===== config.mk =====
export PLATFORM = sky130hd
export DESIGN_NAME = tiered_sample_decimator
export DESIGN_NICKNAME = d
export VERILOG_FILES = /design/src/sv/tsd_pkg.sv /design/src/sv/tsd_in_reg.sv /design/src/sv/tsd_core.sv /design/src/sv/tsd_out_reg.sv /design/src/sv/tiered_sample_decimator.sv
export SDC_FILE = /design/constraint.sdc
export NUM_CORES = 1
export LEC_CHECK = 0
export BUFFER_PORTS_ARGS = -buffer_cell sky130_fd_sc_hd__buf_2
export CORE_UTILIZATION = 50
export DETAILED_ROUTE_END_ITERATION = 10
export PLACE_DENSITY = 0.76
export SYNTH_ARGS = -nofsm -noshare
export SYNTH_HDL_FRONTEND = slang
export SYNTH_HIERARCHICAL = 1
export SYNTH_SLANG_ARGS = --single-unit
export TNS_END_PERCENT = 5

===== constraint.sdc =====
create_clock -name clk_i -period 5.1 [get_ports clk_i]
set_clock_uncertainty 0.15 [all_clocks]
set_input_delay 0.51 -clock clk_i [delete_from_list [all_inputs] [get_ports clk_i]]
set_output_delay 0.51 -clock clk_i [all_outputs]
set_load 0.02 [all_outputs]

===== src/sv/tsd_pkg.sv =====
// Shared types, constants and register codes of the tiered sample decimator.
package tsd_pkg;

  // Width of the record counter and of the tier quota.
  localparam int unsigned CountBits = 16;
  localparam int unsigned WordW     = 32;
  localparam int unsigned IdxW      = 16;
  localparam int unsigned CfgW      = 16;

  // Register reset values and limits.
  localparam logic [CfgW-1:0]  BaseIntervalRst = 16'd2000;
  localparam logic [CfgW-1:0]  MaxRecordsRst   = 16'd8000;
  localparam logic [WordW-1:0] IntervalMax     = 32'hFFFF_FFFF;

  // Function code of an input item.
  typedef enum logic {
    FUNC_SAMPLE = 1'b0,
    FUNC_START  = 1'b1
  } func_e;

  // Configuration register indexes.
  typedef enum logic {
    REG_BASE_INTERVAL = 1'b0,
    REG_MAX_RECORDS   = 1'b1
  } reg_idx_e;

  // One input item.
  typedef struct packed {
    func_e             func;
    logic [WordW-1:0]  time_ms;
    logic [WordW-1:0]  volt_word;
    logic [WordW-1:0]  current_word;
    logic [WordW-1:0]  temp_word;
    logic [WordW-1:0]  aux_a_word;
    logic [WordW-1:0]  aux_b_word;
  } sample_t;

  // One result item.
  typedef struct packed {
    logic              kept;
    logic [IdxW-1:0]   record_index;
    logic [WordW-1:0]  interval_now;
    logic [WordW-1:0]  rec_time;
    logic [WordW-1:0]  rec_volt;
    logic [WordW-1:0]  rec_current;
    logic [WordW-1:0]  rec_temp;
    logic [WordW-1:0]  rec_aux_a;
    logic [WordW-1:0]  rec_aux_b;
  } result_t;

endpackage


===== src/sv/tsd_in_reg.sv =====
// Input register stage: captures one accepted input transaction.
module tsd_in_reg (
  input  logic             clk_i,
  input  logic             rst_ni,
  input  logic             valid_i,
  output logic             ready_o,
  input  tsd_pkg::sample_t item_i,
  output logic             valid_o,
  output tsd_pkg::sample_t item_o,
  input  logic             advance_i
);

  logic             valid_q, valid_d;
  tsd_pkg::sample_t item_q;

  // The stage takes a new item when empty or when its item moves on.
  assign ready_o = !valid_q || advance_i;

  always_comb begin
    valid_d = valid_q;
    if (ready_o) begin
      valid_d = valid_i;
    end
  end

  always_ff @(posedge clk_i or negedge rst_ni) begin
    if (!rst_ni) begin
      valid_q <= 1'b0;
    end else begin
      valid_q <= valid_d;
    end
  end

  // Payload needs no reset.
  always_ff @(posedge clk_i) begin
    if (ready_o && valid_i) begin
      item_q <= item_i;
    end
  end

  assign valid_o = valid_q;
  assign item_o  = item_q;

endmodule


===== src/sv/tsd_core.sv =====
// Run state, configuration registers and the keep decision for one item.
module tsd_core (
  input  logic                         clk_i,
  input  logic                         rst_ni,
  input  logic                         cfg_we_i,
  input  logic                         cfg_idx_i,
  input  logic [tsd_pkg::CfgW-1:0]     cfg_data_i,
  input  logic                         fire_i,
  input  tsd_pkg::sample_t             item_i,
  output tsd_pkg::result_t             result_o
);

  localparam int unsigned Cb = tsd_pkg::CountBits;
  localparam int unsigned Ww = tsd_pkg::WordW;

  logic [tsd_pkg::CfgW-1:0] base_q, max_q;
  logic                     run_q, run_d;
  logic [Cb-1:0]            records_q, records_d;
  logic [Cb-1:0]            quota_q, quota_d;
  logic [Ww-1:0]            interval_q, interval_d;
  logic [Ww-1:0]            due_q, due_d;

  logic [Ww-1:0]            max_ext, rec_ext, remaining, doubled;
  logic [Cb-1:0]            half_quota, open_quota, quota_t;
  logic [Ww-1:0]            interval_t;
  logic                     due_hold, eligible, keep;

  // Configuration writes.
  always_ff @(posedge clk_i or negedge rst_ni) begin
    if (!rst_ni) begin
      base_q <= tsd_pkg::BaseIntervalRst;
      max_q  <= tsd_pkg::MaxRecordsRst;
    end else if (cfg_we_i) begin
      unique case (tsd_pkg::reg_idx_e'(cfg_idx_i))
        tsd_pkg::REG_BASE_INTERVAL: base_q <= cfg_data_i;
        tsd_pkg::REG_MAX_RECORDS:   max_q  <= cfg_data_i;
        default: ;
      endcase
    end
  end

  // Budget and tier arithmetic shared by the sample path.
  assign max_ext    = Ww'(max_q);
  assign rec_ext    = Ww'(records_q);
  assign remaining  = (max_ext > rec_ext) ? (max_ext - rec_ext) : '0;
  assign half_quota = Cb'(remaining >> 1);
  assign open_quota = (half_quota != '0) ? half_quota : Cb'(remaining);
  assign doubled    = interval_q[Ww-1] ? tsd_pkg::IntervalMax : {interval_q[Ww-2:0], 1'b0};
  assign due_hold   = (records_q != '0) && (item_i.time_ms < due_q);
  assign eligible   = run_q && !due_hold && (rec_ext < max_ext);

  // A spent quota opens a new tier before the sample is judged.
  assign quota_t    = (quota_q == '0) ? open_quota : quota_q;
  assign interval_t = (quota_q == '0) ? doubled : interval_q;

  always_comb begin
    run_d      = run_q;
    records_d  = records_q;
    quota_d    = quota_q;
    interval_d = interval_q;
    due_d      = due_q;
    keep       = 1'b0;
    unique case (item_i.func)
      tsd_pkg::FUNC_START: begin
        run_d      = 1'b1;
        records_d  = '0;
        quota_d    = Cb'(max_q >> 1);
        interval_d = Ww'(base_q);
        due_d      = '0;
      end
      tsd_pkg::FUNC_SAMPLE: begin
        if (eligible) begin
          quota_d    = quota_t;
          interval_d = interval_t;
          if (quota_t != '0) begin
            keep      = 1'b1;
            records_d = records_q + Cb'(1);
            quota_d   = quota_t - Cb'(1);
            due_d     = item_i.time_ms + interval_t;
          end
        end
      end
      default: ;
    endcase
  end

  always_ff @(posedge clk_i or negedge rst_ni) begin
    if (!rst_ni) begin
      run_q      <= 1'b0;
      records_q  <= '0;
      quota_q    <= '0;
      interval_q <= '0;
      due_q      <= '0;
    end else if (fire_i) begin
      run_q      <= run_d;
      records_q  <= records_d;
      quota_q    <= quota_d;
      interval_q <= interval_d;
      due_q      <= due_d;
    end
  end

  // Record fields are zero unless the sample is kept; the kept flag and the current interval are always set.
  always_comb begin
    result_o              = '0;
    result_o.kept         = keep;
    result_o.interval_now = interval_d;
    if (keep) begin
      result_o.record_index = tsd_pkg::IdxW'(Ww'(records_q));
      result_o.rec_time     = item_i.time_ms;
      result_o.rec_volt     = item_i.volt_word;
      result_o.rec_current  = item_i.current_word;
      result_o.rec_temp     = item_i.temp_word;
      result_o.rec_aux_a    = item_i.aux_a_word;
      result_o.rec_aux_b    = item_i.aux_b_word;
    end
  end

endmodule


===== src/sv/tsd_out_reg.sv =====
// Result register stage: holds one result transaction until the receiver takes it.
module tsd_out_reg (
  input  logic             clk_i,
  input  logic             rst_ni,
  input  logic             load_valid_i,
  output logic             advance_o,
  input  tsd_pkg::result_t result_i,
  output logic             valid_o,
  input  logic             ready_i,
  output tsd_pkg::result_t result_o
);

  logic             valid_q, valid_d;
  tsd_pkg::result_t result_q;

  // The register can take a new result when empty or being drained.
  assign advance_o = !valid_q || ready_i;

  always_comb begin
    valid_d = valid_q;
    if (advance_o) begin
      valid_d = load_valid_i;
    end
  end

  always_ff @(posedge clk_i or negedge rst_ni) begin
    if (!rst_ni) begin
      valid_q <= 1'b0;
    end else begin
      valid_q <= valid_d;
    end
  end

  always_ff @(posedge clk_i) begin
    if (advance_o && load_valid_i) begin
      result_q <= result_i;
    end
  end

  assign valid_o  = valid_q;
  assign result_o = result_q;

endmodule


===== src/sv/tiered_sample_decimator.sv =====
// Tiered sample decimator: input register, keep decision and result register.
//
// Usage: configuration is written through cfg_we_i / cfg_idx_i / cfg_data_i
// (index 0 base interval in ms, index 1 record budget) while the block is idle.
// Each input transaction on in_valid_i / in_ready_o carries func_i (start of a
// run or one sample), a timestamp and five raw reading words. Every input
// transaction gives exactly one result transaction on out_valid_o /
// out_ready_i, in order: kept flag, record index, current interval and the
// kept sample's words (zero when not kept).
// An accepted input waits in the input register; out_valid_o rises when the
// decision and state update load the result register, which waits while a
// stalled result is held. Throughput is one transaction per cycle while the
// receiver does not stall; the run state is updated as each item moves
// between the two registers, so consecutive samples see each other's effect.
// Reset clears both stages, the run state (no run open) and loads the
// register defaults of 2000 ms and 8000 records.
// When the receiver stalls, the result register holds its transaction, the
// input register still takes one more item, and in_ready_o then drops until
// the result is taken.
module tiered_sample_decimator (
  input  logic                           clk_i,
  input  logic                           rst_ni,
  input  logic                           cfg_we_i,
  input  logic                           cfg_idx_i,
  input  logic [tsd_pkg::CfgW-1:0]       cfg_data_i,
  input  logic                           in_valid_i,
  output logic                           in_ready_o,
  input  logic                           func_i,
  input  logic [tsd_pkg::WordW-1:0]      time_ms_i,
  input  logic [tsd_pkg::WordW-1:0]      volt_word_i,
  input  logic [tsd_pkg::WordW-1:0]      current_word_i,
  input  logic [tsd_pkg::WordW-1:0]      temp_word_i,
  input  logic [tsd_pkg::WordW-1:0]      aux_a_word_i,
  input  logic [tsd_pkg::WordW-1:0]      aux_b_word_i,
  output logic                           out_valid_o,
  input  logic                           out_ready_i,
  output logic                           kept_o,
  output logic [tsd_pkg::IdxW-1:0]       record_index_o,
  output logic [tsd_pkg::WordW-1:0]      interval_now_o,
  output logic [tsd_pkg::WordW-1:0]      rec_time_o,
  output logic [tsd_pkg::WordW-1:0]      rec_volt_o,
  output logic [tsd_pkg::WordW-1:0]      rec_current_o,
  output logic [tsd_pkg::WordW-1:0]      rec_temp_o,
  output logic [tsd_pkg::WordW-1:0]      rec_aux_a_o,
  output logic [tsd_pkg::WordW-1:0]      rec_aux_b_o
);

  tsd_pkg::sample_t in_item, held_item;
  tsd_pkg::result_t next_result, out_result;
  logic             held_valid, advance, fire;

  // Pack the input ports.
  always_comb begin
    in_item.func         = tsd_pkg::func_e'(func_i);
    in_item.time_ms      = time_ms_i;
    in_item.volt_word    = volt_word_i;
    in_item.current_word = current_word_i;
    in_item.temp_word    = temp_word_i;
    in_item.aux_a_word   = aux_a_word_i;
    in_item.aux_b_word   = aux_b_word_i;
  end

  tsd_in_reg u_in_reg (
    .clk_i     (clk_i),
    .rst_ni    (rst_ni),
    .valid_i   (in_valid_i),
    .ready_o   (in_ready_o),
    .item_i    (in_item),
    .valid_o   (held_valid),
    .item_o    (held_item),
    .advance_i (advance)
  );

  // State advances exactly when the held item moves into the result register.
  assign fire = held_valid && advance;

  tsd_core u_core (
    .clk_i      (clk_i),
    .rst_ni     (rst_ni),
    .cfg_we_i   (cfg_we_i),
    .cfg_idx_i  (cfg_idx_i),
    .cfg_data_i (cfg_data_i),
    .fire_i     (fire),
    .item_i     (held_item),
    .result_o   (next_result)
  );

  tsd_out_reg u_out_reg (
    .clk_i        (clk_i),
    .rst_ni       (rst_ni),
    .load_valid_i (held_valid),
    .advance_o    (advance),
    .result_i     (next_result),
    .valid_o      (out_valid_o),
    .ready_i      (out_ready_i),
    .result_o     (out_result)
  );

  // Unpack the result onto the output ports.
  assign kept_o         = out_result.kept;
  assign record_index_o = out_result.record_index;
  assign interval_now_o = out_result.interval_now;
  assign rec_time_o     = out_result.rec_time;
  assign rec_volt_o     = out_result.rec_volt;
  assign rec_current_o  = out_result.rec_current;
  assign rec_temp_o     = out_result.rec_temp;
  assign rec_aux_a_o    = out_result.rec_aux_a;
  assign rec_aux_b_o    = out_result.rec_aux_b;

endmodule


Yosys cells after proc, flatten, opt, wreduce, memory -nomap -nowiden
Cells that the tools add are included.
{"block": "totals", "out_inout_bits": 243, "elab_cells": 74, "latch_bits": 0, "reg_bits": 565, "n_memories": 0, "rom_bits": 0, "ram_bits": 0, "input_bits": 215}
{"block": "op_classes", "bitwise": 2, "div_mod_pow": 0, "addsub": 4, "mux": 19, "shift": 0, "magnitude_cmp": 3, "multipliers": 0, "eq_ne": 2, "n_reduce_logical": 19}
{"operator": "$mux 32", "n": 5}
{"operator": "$pmux 32 s2", "n": 2}
{"operator": "$mux 16", "n": 6}
{"operator": "$pmux 16 s2", "n": 2}
{"operator": "$reduce_bool 16->1", "n": 3}
{"operator": "$add 32x32->32", "n": 1}
{"operator": "$lt 32x32->1", "n": 1}
{"operator": "$mux 17", "n": 1}
{"operator": "$sub 16x16->17", "n": 1}
{"operator": "$add 16x1->16 const B", "n": 1}
{"operator": "$gt 16x16->1", "n": 1}
{"operator": "$logic_not 16->1", "n": 1}
{"operator": "$lt 16x16->1", "n": 1}
{"operator": "$sub 16x1->16 const B", "n": 1}
{"operator": "$reduce_and 2->1", "n": 4}
{"operator": "$logic_and 1x1->1", "n": 5}
{"operator": "$ne 2x1->1 const B", "n": 2}
{"operator": "$logic_not 1->1", "n": 3}
{"operator": "$mux 1", "n": 3}
{"operator": "$reduce_and 3->1", "n": 1}
{"operator": "$logic_or 1x1->1", "n": 2}
{"operator": "$not 1->1", "n": 2}

Longest topological paths before layout
{"block": "depth", "word_depth": 9, "ltp_mapped": 23}

Hierarchy
Netlist, hierarchy kept.
{"module": "tsd_core", "cells_per_inst": 1403, "instances": 1, "area_per_inst_um2": 11561.1, "seq_area_each_um2": 3243.1}
{"module": "tsd_out_reg", "cells_per_inst": 245, "instances": 1, "area_per_inst_um2": 7290.7, "seq_area_each_um2": 7262.0}
{"module": "tsd_in_reg", "cells_per_inst": 197, "instances": 1, "area_per_inst_um2": 5849.4, "seq_area_each_um2": 5820.6}
{"module": "tiered_sample_decimator", "cells_per_inst": 1, "instances": 1, "area_per_inst_um2": 6.3, "seq_area_each_um2": 0.0}

Worst setup path after synthesis
Ideal clock, no wire load.
{"block": "synth_path", "path_kind": "register -> register", "from": "register u_core.quota_q[7]", "to": "register u_core.due_q[31]", "t_required_ns": 4.822, "n_path_buf": 2, "stages_incl_launch_ff": 20, "t_arrival_ns": 4.961, "setup_slack_ns": -0.138, "period_less_slack_ns": 5.238, "cell_sequence": "dfrtp_1 or4_1 or4_4 nor2_4 nor4b_4 clkbuf_1 clkbuf_1 a21oi_1 ha_1 a21o_1 a21o_1 a2111oi_0 nor4_1 o21ai_0 o221ai_1 a41oi_1 a21oi_1 a31oi_1 xnor2_1 o21ai_0"}
{"block": "synth_via", "elab_chain_len": 6}
{"element": "from (decl)", "line": "tsd_core.sv:19", "source": "logic [Cb-1:0] quota_q, quota_d;"}
{"element": "from (signal assigned)", "line": "tsd_core.sv:97", "source": "quota_q <= quota_d;"}
{"element": "$logic_not 16->1", "line": "tsd_core.sv:53, tsd_core.sv:54"}
{"element": "$mux 32", "line": "tsd_core.sv:54", "source": "assign interval_t = (quota_q == '0) ? doubled : interval_q;"}
{"element": "$add 32x32->32", "line": "tsd_core.sv:79", "source": "due_d = item_i.time_ms + interval_t;"}
{"element": "$mux 32", "line": "tsd_core.sv:75", "source": "if (quota_t != '0) begin"}
{"element": "$mux 32", "line": "tsd_core.sv:72", "source": "if (eligible) begin"}
{"element": "$pmux 32 s2", "line": "tsd_core.sv:63", "source": "unique case (item_i.func)"}
{"element": "to (signal assigned)", "line": "tsd_core.sv:99", "source": "due_q <= due_d;"}
{"element": "to (decl)", "line": "tsd_core.sv:21", "source": "logic [Ww-1:0] due_q, due_d;"}
Parallel ways exist; a longest one is shown, timed or not. The select of a mux whose other input is x is not followed.
A chain may end at the register's enable or synchronous reset.

==> results.toml <==
[finish]
layout.cells.non_filler = 3400
nFillCells = 3262
layout_common_cells = "buf_2 (456), edfxtp_1 (434), dlygate4sd3_1 (208)"
layout.cells.most_common = "buf_2"
regArea_sq_um = 16300
layout-drive-gt1-share_pct = 31.9
multi_input_area_sq_um = 8110
synthToLayoutAreaGrowth_pct = 36.1
fin_nets = 2973

[grt]
grt_usage_pct = 29.2
grt_antenna_before_repair = 15
grt_pass1_wl_um = 111000
grt_pass1_vias = 18800
grt_overflow = 0
grt_max_degree = 103

[routing]
postRouteWirelength_um = 80200
drt-initial-drc-count = 1564
drc = 0
viasPerCell = 5.55
drtPass1Iterations = 5
ant_nets = 0
vias = 18900
wl_per_cell_um = 23.6

[die]
design.die.area_sq_um = 50300
row_count = 81
initial_core_util_pct = 50.6
die_x_um = 224
ios = 458
die_y_um = 224
core_region_area_sq_um = 48800

[synthesis]
ys_async_sr_fraction_pct = 23.2
yosys_warnings = 6
syn_nets = 2145
synth_seq_area_share_pct = 66.1
syn_avg_cell_area_sq_um = 13.4
synth.ff_latch_count = 565
syn_area_sq_um = 24700
synthDistinctLibCells = 81
syn_inst = 1846
synthFlopType = "edfxtp_1"
synth_edf_count = 434

[critical_path]
cp_slowest_cell = "fa_2"
required_ns = 5.31
r2r_setup_slack_ns = 0.14
crit_type = "flip-flop to flip-flop"
worstReg2RegStart = "u_core/max_q[0]"
r2r_cells = 26
slowest_delay_ns = 0.42
timing.rr.end = "u_out_reg/result_o[110]"
cp_data_arrival_time_ns = 5.17
crit_path_end_kind = "flip-flop"
crit_path_max_fanout = 18
cp-start-kind = "flip-flop"

[timing]
worst_pin_slew_ns = 0.932
slew_violations = 0
fmax_mhz = 202
slew_headroom_pct = 37.9
min_period_ns = 4.96
period_share_pct = 97.3
rsz0062_at_grt = "yes"
final-setup-viol-count = 0
finalHoldViolations = 0
hold_slack_ns = 0.0252
fin_ws_ns = 0.138

[cts]
ctsHtreeMaxLevel = 2
clock-sinks = 565
root_buffer = "clkbuf_16"
path_clk_slew_ns = 0.06
cts_buffers = 58
clkLatencyLatePin_ns = 0.63
cts_tree = "done"
cts_buffer_depth = 3

[placed_design]
pre_cts_slack_ns = -0.0590
port_buffers = 457
routabilityCongestion = 0.972
dp.cells = 3049
dp_hpwl_um = 49100

[power_and_ir_drop]
pwr-share-seq_pct = 40.0
switching_power_w = 0.00497
ir_worst_vdd_v = 0.000336
p_per_area_nw_per_um2 = 457
p_sw_share_pct = 32.3
p_leak_nw = 14.2
p_int_w = 0.0104
clkPwrFrac_pct = 28.9
combPwrFrac_pct = 31.1

[run]
maxCapViolations = 0

[min_path]
worstHoldStart = "cfg_data_i[7]"
hold_path_class = "input pin to flip-flop"
min_delay_worst_endpoint = "u_core/base_q[7]"
hold_path_depth = 2

[run_status]
outcome = "finished clean"
==> stage by stage <==
step	power [W]	TNS, ns	instance area (sq um)	utilization, %
6_report	0.0154	0	33600	68.9
5_1_grt	0.0159	-7.37	33600	68.9
4_1_cts	0.0148	0	32900	67.3
3_5_place_dp	0.0103	-0.122	28800	59.0
3_3_place_gp	0.0102	0	28800	59.0
2_1_floorplan	0.00864	0	24700	-
==> power groups by stage <==
stage                     registers (W)  clock network [W]  logic (W)
after floorplan                 0.00644                  0    0.00220
after global placement          0.00616                  0    0.00400
after detailed placement        0.00619                  0    0.00411
after CTS                       0.00610            0.00439    0.00429
after global routing            0.00619            0.00464    0.00510
final                           0.00614            0.00444    0.00478
==> cells by family after synthesis <==
| kind of cell | Yosys count | synth area share, % |
|---|---|---|
| fa+ha+maj | 84 | 4.31 |
| compound gates | 329 | 8.58 |
| mux | 86 | 3.76 |
| flops | 565 | 66.1 |
| simple gates | 578 | 12.8 |
| xor+xnor | 58 | 2.06 |
| buf+inv | 146 | 2.45 |
==> worst max-delay path by stage <==
stage          slack (ns)                       to                start
6_report             0.14  u_out_reg/result_o[110]      u_core/max_q[0]
5_1_grt             -0.10   u_out_reg/result_o[32]  u_core/records_q[6]
4_1_cts             0.003     u_core/records_q[12]      u_core/max_q[0]
3_5_place_dp        -0.06         u_core/due_q[28]    u_core/quota_q[7]
3_3_place_gp         0.03     u_core/records_q[12]      u_core/max_q[0]
2_1_floorplan        0.01         u_core/due_q[31]    u_core/quota_q[7]
==> timing repair <==
action / CTS / global route
hold buffers: 208 / 0
endpoints found under the hold margin: 278 / 0
buffers inserted: 0 / 11
gates resized for setup: 4 / 77
pin swaps: 1 / 24
setup endpoints to repair: 6 / 271
gates cloned: 0 / 12
==> final cells by class <==
cell class,instances,area share [%]
multi-input cells,1136,24.1
clock buffers,68,4.49
diodes,14,0.104
clock inverters,40,1.32
inverters,69,0.770
well taps,664,2.47
flip-flops and latches,565,48.5
repair buffers,844,18.2
==> per-layer routing <==
metal | track usage [%] | wire length [um]
met1 | 34.1 | 29100
met2 | 52.0 | 41200
met3 | 5.15 | 5730
met4 | 14.2 | 4160
met5 | 0 | 8
==> Yosys cell counts, types with 5 or more instances <==
library cell	instances	share of area [%]
a211oi_1	5	0.15
a21o_1	39	1.2
a21oi_1	99	2.0
a22o_1	14	0.50
a31oi_1	8	0.20
and2_1	197	5.0
and3_1	15	0.38
buf_2	7	0.14
buf_4	5	0.15
clkbuf_1	43	0.65
clkbuf_2	18	0.36
dfrtp_1	119	12
dfstp_2	12	1.3
edfxtp_1	434	53
ha_1	82	4.2
inv_1	69	1.0
mux2_2	54	2.5
mux2i_1	32	1.3
nand2_1	93	1.4
nand2b_1	10	0.25
nand3_1	23	0.47
nand4_1	13	0.33
nor2_1	124	1.9
nor2b_1	11	0.28
nor3_1	30	0.61
nor4_1	11	0.28
o211ai_1	6	0.18
o21a_1	8	0.24
o21ai_0	69	1.4
o21ai_1	6	0.12
o21bai_1	7	0.21
o22ai_1	5	0.13
o31ai_1	25	0.76
or2_2	6	0.15
or3_1	14	0.35
xnor2_1	38	1.3
xor2_1	20	0.71
==> registers in the layout (all words and copies together) (netlist names), 16 cells and up <==
register / count
u_core/max_q: 16
u_core/records_q: 16
u_core/interval_q: 32
u_in_reg/item_o: 193
u_core/due_q: 32
u_out_reg/result_o: 241
u_core/base_q: 16
u_core/quota_q: 16
==> worst max-delay path: cells and delay by family (launching register included) <==
family	cells	cell delay [ns]
fa+ha+maj	3	0.74
flops	1	0.37
buf+inv	8	1.08
compound gates	6	1.39
simple gates	9	1.00
Note: power is estimated with default switching activity, not from simulation.
